### src/hdl/odd_even_transposition_sort_defines.svh
// Assertion macros shared by the sorter modules.
`ifndef ODD_EVEN_TRANSPOSITION_SORT_DEFINES_SVH
`define ODD_EVEN_TRANSPOSITION_SORT_DEFINES_SVH

`ifndef SYNTHESIS

// Property must hold at every clock edge outside reset.
`define OETS_ASSERT(lbl, clk, rst, prop) \
   lbl: assert property (@(posedge clk) disable iff (rst) (prop)) \
      else $error("sorter assertion failed");

// Expression must never be true outside reset.
`define OETS_ASSERT_NEVER(lbl, clk, rst, expr) \
   lbl: assert property (@(posedge clk) disable iff (rst) !(expr)) \
      else $error("sorter forbidden condition seen");

`else

`define OETS_ASSERT(lbl, clk, rst, prop)
`define OETS_ASSERT_NEVER(lbl, clk, rst, expr)

`endif

`endif

### src/hdl/oets_pkg.sv
// Shared constants and command/status types of the odd-even transposition sorter.
package oets_pkg;

   localparam int CAPACITY = 64;
   localparam int VALUE_W  = 32;
   localparam int COUNT_W  = $clog2(CAPACITY + 1);

   typedef logic signed [VALUE_W-1:0] value_type;
   typedef logic [COUNT_W-1:0]        count_type;

   typedef struct packed {
      logic load;
      logic phase_en;
      logic phase_odd;
      logic shift;
   } cmd_type;

   typedef struct packed {
      logic swapped;
      logic count_one;
   } status_type;

endpackage

### src/hdl/oets_ctrl.sv
// Controller: load, odd and even phases, emission.
`include "odd_even_transposition_sort_defines.svh"

module oets_ctrl (
   input  logic                 clock,
   input  logic                 reset,
   input  logic                 req_valid,
   input  logic                 req_last,
   output logic                 req_ready,
   output logic                 rsp_valid,
   input  logic                 rsp_ready,
   input  oets_pkg::status_type status,
   output oets_pkg::cmd_type    cmd
);
   import oets_pkg::*;

   typedef enum logic [3:0] {
      ST_LOAD = 4'b0001,
      ST_ODD  = 4'b0010,
      ST_EVEN = 4'b0100,
      ST_EMIT = 4'b1000
   } state_type;

   state_type state_ff, state_in;
   logic      swap_odd_ff, swap_odd_in;

   assign req_ready     = (state_ff == ST_LOAD);
   assign rsp_valid     = (state_ff == ST_EMIT);
   assign cmd.load      = req_valid && req_ready;
   assign cmd.phase_en  = (state_ff == ST_ODD) || (state_ff == ST_EVEN);
   assign cmd.phase_odd = (state_ff == ST_ODD);
   assign cmd.shift     = rsp_valid && rsp_ready;

   always_comb begin
      state_in    = state_ff;
      swap_odd_in = swap_odd_ff;
      case (state_ff)
         ST_LOAD: begin
            if (cmd.load && req_last) begin
               state_in = ST_ODD;
            end
         end
         ST_ODD: begin
            swap_odd_in = status.swapped;
            state_in    = ST_EVEN;
         end
         ST_EVEN: begin
            // stop after a full round without a swap
            if (swap_odd_ff || status.swapped) begin
               state_in = ST_ODD;
            end else begin
               state_in = ST_EMIT;
            end
         end
         ST_EMIT: begin
            if (cmd.shift && status.count_one) begin
               state_in = ST_LOAD;
            end
         end
         default: begin
            state_in = ST_LOAD;
         end
      endcase
   end

   always_ff @(posedge clock) begin
      if (reset) begin
         state_ff    <= ST_LOAD;
         swap_odd_ff <= 1'b0;
      end else begin
         state_ff    <= state_in;
         swap_odd_ff <= swap_odd_in;
      end
   end

   `OETS_ASSERT(a_clean_round_emits, clock, reset,
      (state_ff == ST_EVEN) && !swap_odd_ff && !status.swapped |=> rsp_valid)
   `OETS_ASSERT(a_last_request_closes, clock, reset,
      cmd.load && req_last |=> !req_ready)

endmodule

### config.mk
export PLATFORM = sky130hd
export DESIGN_NAME = oets_ctrl
export DESIGN_NICKNAME = d
export VERILOG_FILES = /design/src/hdl/oets_pkg.sv /design/src/hdl/oets_ctrl.sv
export VERILOG_INCLUDE_DIRS = /design/src /design/src/hdl
export SDC_FILE = /design/constraint.sdc
export NUM_CORES = 1
export LEC_CHECK = 0
export ABC_AREA = 1
export ABC_CLOCK_PERIOD_IN_PS = 2450
export BUFFER_PORTS_ARGS = -buffer_cell sky130_fd_sc_hd__buf_2
export CORE_AREA = 2 2 39 41
export DETAILED_ROUTE_END_ITERATION = 8
export DIE_AREA = 0 0 41 43
export HOLD_SLACK_MARGIN = 0.1
export SYNTH_ARGS = -nofsm -noshare
export SYNTH_HDL_FRONTEND = slang
export SYNTH_SLANG_ARGS = --single-unit
### constraint.sdc
create_clock -name clock -period 2.45 [get_ports clock]
set_input_delay 0.3675 -clock clock [delete_from_list [all_inputs] [get_ports clock]]
set_output_delay 0.3675 -clock clock [all_outputs]
set_load 0.01 [all_outputs]
==> summary.log <==
qor: clock_network.root_buffer sky130_fd_sc_hd__clkbuf_4
qor: cells_and_area.layout.core_utilization 0.2821
qor: cells_and_area.fill_cells 154
qor: sta.layout_worst_path_cycle_share 0.5956
qor: global_route.grt_remaining_overflow 0
qor: sta.final.setup.tns 0 ns
qor: sta.hold_violations 0
qor: pwr.netSwitchingPower 0.09534 mW
qor: clock_network.h-tree-depth 1
qor: global_route.tot_gr_track_use 0.07236
qor: outcome.run_status finished, final reports clean
qor: pwr.pwr-share-comb 0.310
qor: synthesis.synth_fp_nets 52
qor: floorplan.start_util 0.2052
qor: cells_and_area.nets 69
qor: setup_path.worstSetupPathType reg2out
qor: sta.setup_repair_after_global_routing_missed_its_margin no
qor: global_route.vias_in_the_first_global_route 212
qor: route.drt_first_pass_iters 2
qor: clock_network.cts_tree done
qor: setup_path.worst-endpoint-arrival 1.09 ns
qor: cells_and_area.syn_to_final_growth 37.44%
qor: route.avgRoutedWirePerCell 7.494 um
qor: global_route.grt_start_max_net_pins 5
qor: cells_and_area.antenna_cells_inserted 0
qor: setup_path.required_time_reported_for_the_critical_path_endpoint 2.08 ns
qor: clock_network.worstSkewPairLatency 0.24 ns
qor: run.maxCapViolCount 0
qor: floorplan.die_w 41 um
qor: route.vias_per_cell 3.714
qor: global_route.antenna_found_initial 0
qor: pwr.internal_power 0.1877 mW
qor: route.dr.first_iter.drc_count 2
qor: sta.count_of_final_max_slew_check_failures 0
qor: setup_path.critical_path.max_fanout 4
qor: floorplan.dieArea 1763 sq um
qor: synthesis.synth.yosys.warnings 0
qor: pwr.irDropWorstVdd 0.0002996 V
qor: clock_network.hold_buffers 0
qor: placement.gp_congestion 0.7127
qor: synthesis.synth_cell_types 12
qor: synthesis.synthCells 45
qor: floorplan.placeableCoreArea 1384 sq um
qor: clock_network.cts_sinks 5
qor: placement.place.port_buffers 12
qor: clock_network.cts_setup_buffers 0
qor: synthesis.synth_area_per_cell 6.312 sq um
qor: floorplan.die_height 43 um
qor: setup_path.timing.critical_path.from_type flop
qor: pwr.p_per_cell_area 725.0 nW/um^2
qor: pwr.power_switching_share 0.3369
qor: floorplan.std_cell_rows 14
qor: setup_path.timing.reg2reg.setup_slack 1.47 ns
qor: clock_network.clockBufferDepth 2
qor: synthesis.synth_seq_cells 5
qor: worst_hold_path.worst_hold_path_type in2reg
qor: route.detailroute.via_count 286
qor: global_route.grt_first_pass_wirelength 807 um
qor: sta.worst_margin_pin_slew 0.1810 ns
qor: floorplan.floorplan.io_pins 13
qor: route.drt-total-wl 577 um
qor: cells_and_area.multi_input_area 145.1 sq um
qor: placement.dp.final_hpwl 468.9 um
qor: clock_network.ctsResizeCount 0
qor: synthesis.syn_area 284.0 sq um
qor: cells_and_area.drive_gt1_frac 0.3934
qor: route.route.antenna.remaining_nets 0
qor: pwr.sequentialPowerShare 0.360
qor: sta.finClkSkew 0.004261 ns
qor: sta.maxClockFrequency 685.3 MHz
qor: synthesis.yosysSeqAreaShare 0.3524
qor: pwr.pwr-share-clk 0.330
qor: clock_network.cts.clk_slew.worst_paths 0.04 ns
qor: route.remaining_drc_errors 0
qor: pwr.total_leakage_power 0.2260 nW
qor: sta.slew_headroom 0.8792
qor: clock_network.cts_buffers 3
qor: setup_path.crit_end_element primary output
qor: sta.setup_viol_count_final 0
qor: sta.min_period 1.459 ns
qor: cells_and_area.register_area 100.1 sq um
critical path, stage by stage (launching register included):
cell and delay (ns):
sky130_fd_sc_hd__dfxtp_1 0.34, sky130_fd_sc_hd__nor2_2 0.17, sky130_fd_sc_hd__nand3_2 0.14, sky130_fd_sc_hd__nand2_2 0.09
sky130_fd_sc_hd__buf_2 0.12
through the flow:
step | worst slack, ns | cells | hold WS, ns | instance area [sq um] | power, mW
6_report | 0.9908 | 77 | 0.3179 | 390.4 | 0.2830
2_1_floorplan | 1.343 | 45 | 0.4366 | 284.0 | 0.1622
3_3_place_gp | 1.231 | 73 | 0.4630 | 364.1 | 0.1900
3_5_place_dp | 1.247 | 73 | 0.4778 | 364.1 | 0.1914
4_1_cts | 0.9769 | 77 | 0.3097 | 390.4 | 0.2888
5_1_grt | 0.9030 | 77 | 0.3179 | 390.4 | 0.3042
cell families (layout without fill, tap and decap cells):
family / after synthesis / in the layout / share of synthesized area
buffers and inverters: 10 / 26 / 0.1365
AOI/OAI and AO/OA: 3 / 3 / 0.05285
and+or+nand+nor: 27 / 27 / 0.4582
DFF: 5 / 5 / 0.3524
power groups by stage:
stage | registers, mW | logic, mW | clock network (mW)
2_1_floorplan | 0.102 | 0.0604 | 0
3_3_place_gp | 0.102 | 0.0876 | 0
3_5_place_dp | 0.103 | 0.0881 | 0
4_1_cts | 0.102 | 0.0885 | 0.0984
5_1_grt | 0.103 | 0.0988 | 0.102
6_report | 0.102 | 0.0878 | 0.0933
final timing paths:
path | startpoint | end | cells past startpoint
max | state_ff[3] | cmd[2] | 4
min | reset | state_ff[3] | 2
max reg2reg | state_ff[3] | swap_odd_ff | 4
min reg2reg | swap_odd_ff | swap_odd_ff | 2
sequential cells by signal, indices dropped and copies added (netlist names):
| register | count |
|---|---|
| state_ff | 4 |
| swap_odd_ff | 1 |
Yosys cell counts:
library cell	instances	area, sq um
sky130_fd_sc_hd__nor2_1	10	37.54
sky130_fd_sc_hd__inv_1	8	30.03
sky130_fd_sc_hd__nand2_1	7	26.28
sky130_fd_sc_hd__dfxtp_1	5	100.1
sky130_fd_sc_hd__nor2_2	4	25.02
sky130_fd_sc_hd__nand3_1	3	15.01
sky130_fd_sc_hd__nand3_2	2	20.02
sky130_fd_sc_hd__o21ai_0	2	10.01
sky130_fd_sc_hd__a21oi_1	1	5.000
sky130_fd_sc_hd__clkinv_2	1	5.000
sky130_fd_sc_hd__inv_2	1	3.750
sky130_fd_sc_hd__nand2_2	1	6.260
area by class of cell:
type,count,area share
clock buffer,4,0.06731
sequential,5,0.2564
timing repair buffer,12,0.1538
tap,16,0.05128
multi-input combinational,30,0.3718
inverter,10,0.09936
cells in the final DEF (no fill, tap or decap):
master / instances
sky130_fd_sc_hd__o21ai_0: 2
sky130_fd_sc_hd__inv_1: 8
sky130_fd_sc_hd__inv_2: 1
sky130_fd_sc_hd__buf_2: 12
sky130_fd_sc_hd__nand3_2: 2
sky130_fd_sc_hd__clkinv_2: 1
sky130_fd_sc_hd__nor2_2: 4
sky130_fd_sc_hd__dfxtp_1: 5
sky130_fd_sc_hd__nand2_1: 7
sky130_fd_sc_hd__nand3_1: 3
sky130_fd_sc_hd__nand2_2: 1
sky130_fd_sc_hd__a21oi_1: 1
sky130_fd_sc_hd__clkbuf_4: 3
sky130_fd_sc_hd__nor2_1: 10
sky130_fd_sc_hd__clkbuf_1: 1
metal layers:
metal / vias up / GRT usage / part of all wire
met5: - / 0 / 0
met3: 0 / 0.01571 / 0.085
li1: 164 / - / -
met2: 12 / 0.07813 / 0.37
met4: 0 / 0.08000 / 0
met1: 110 / 0.1032 / 0.54
Note: power is estimated with default switching activity, not from simulation.
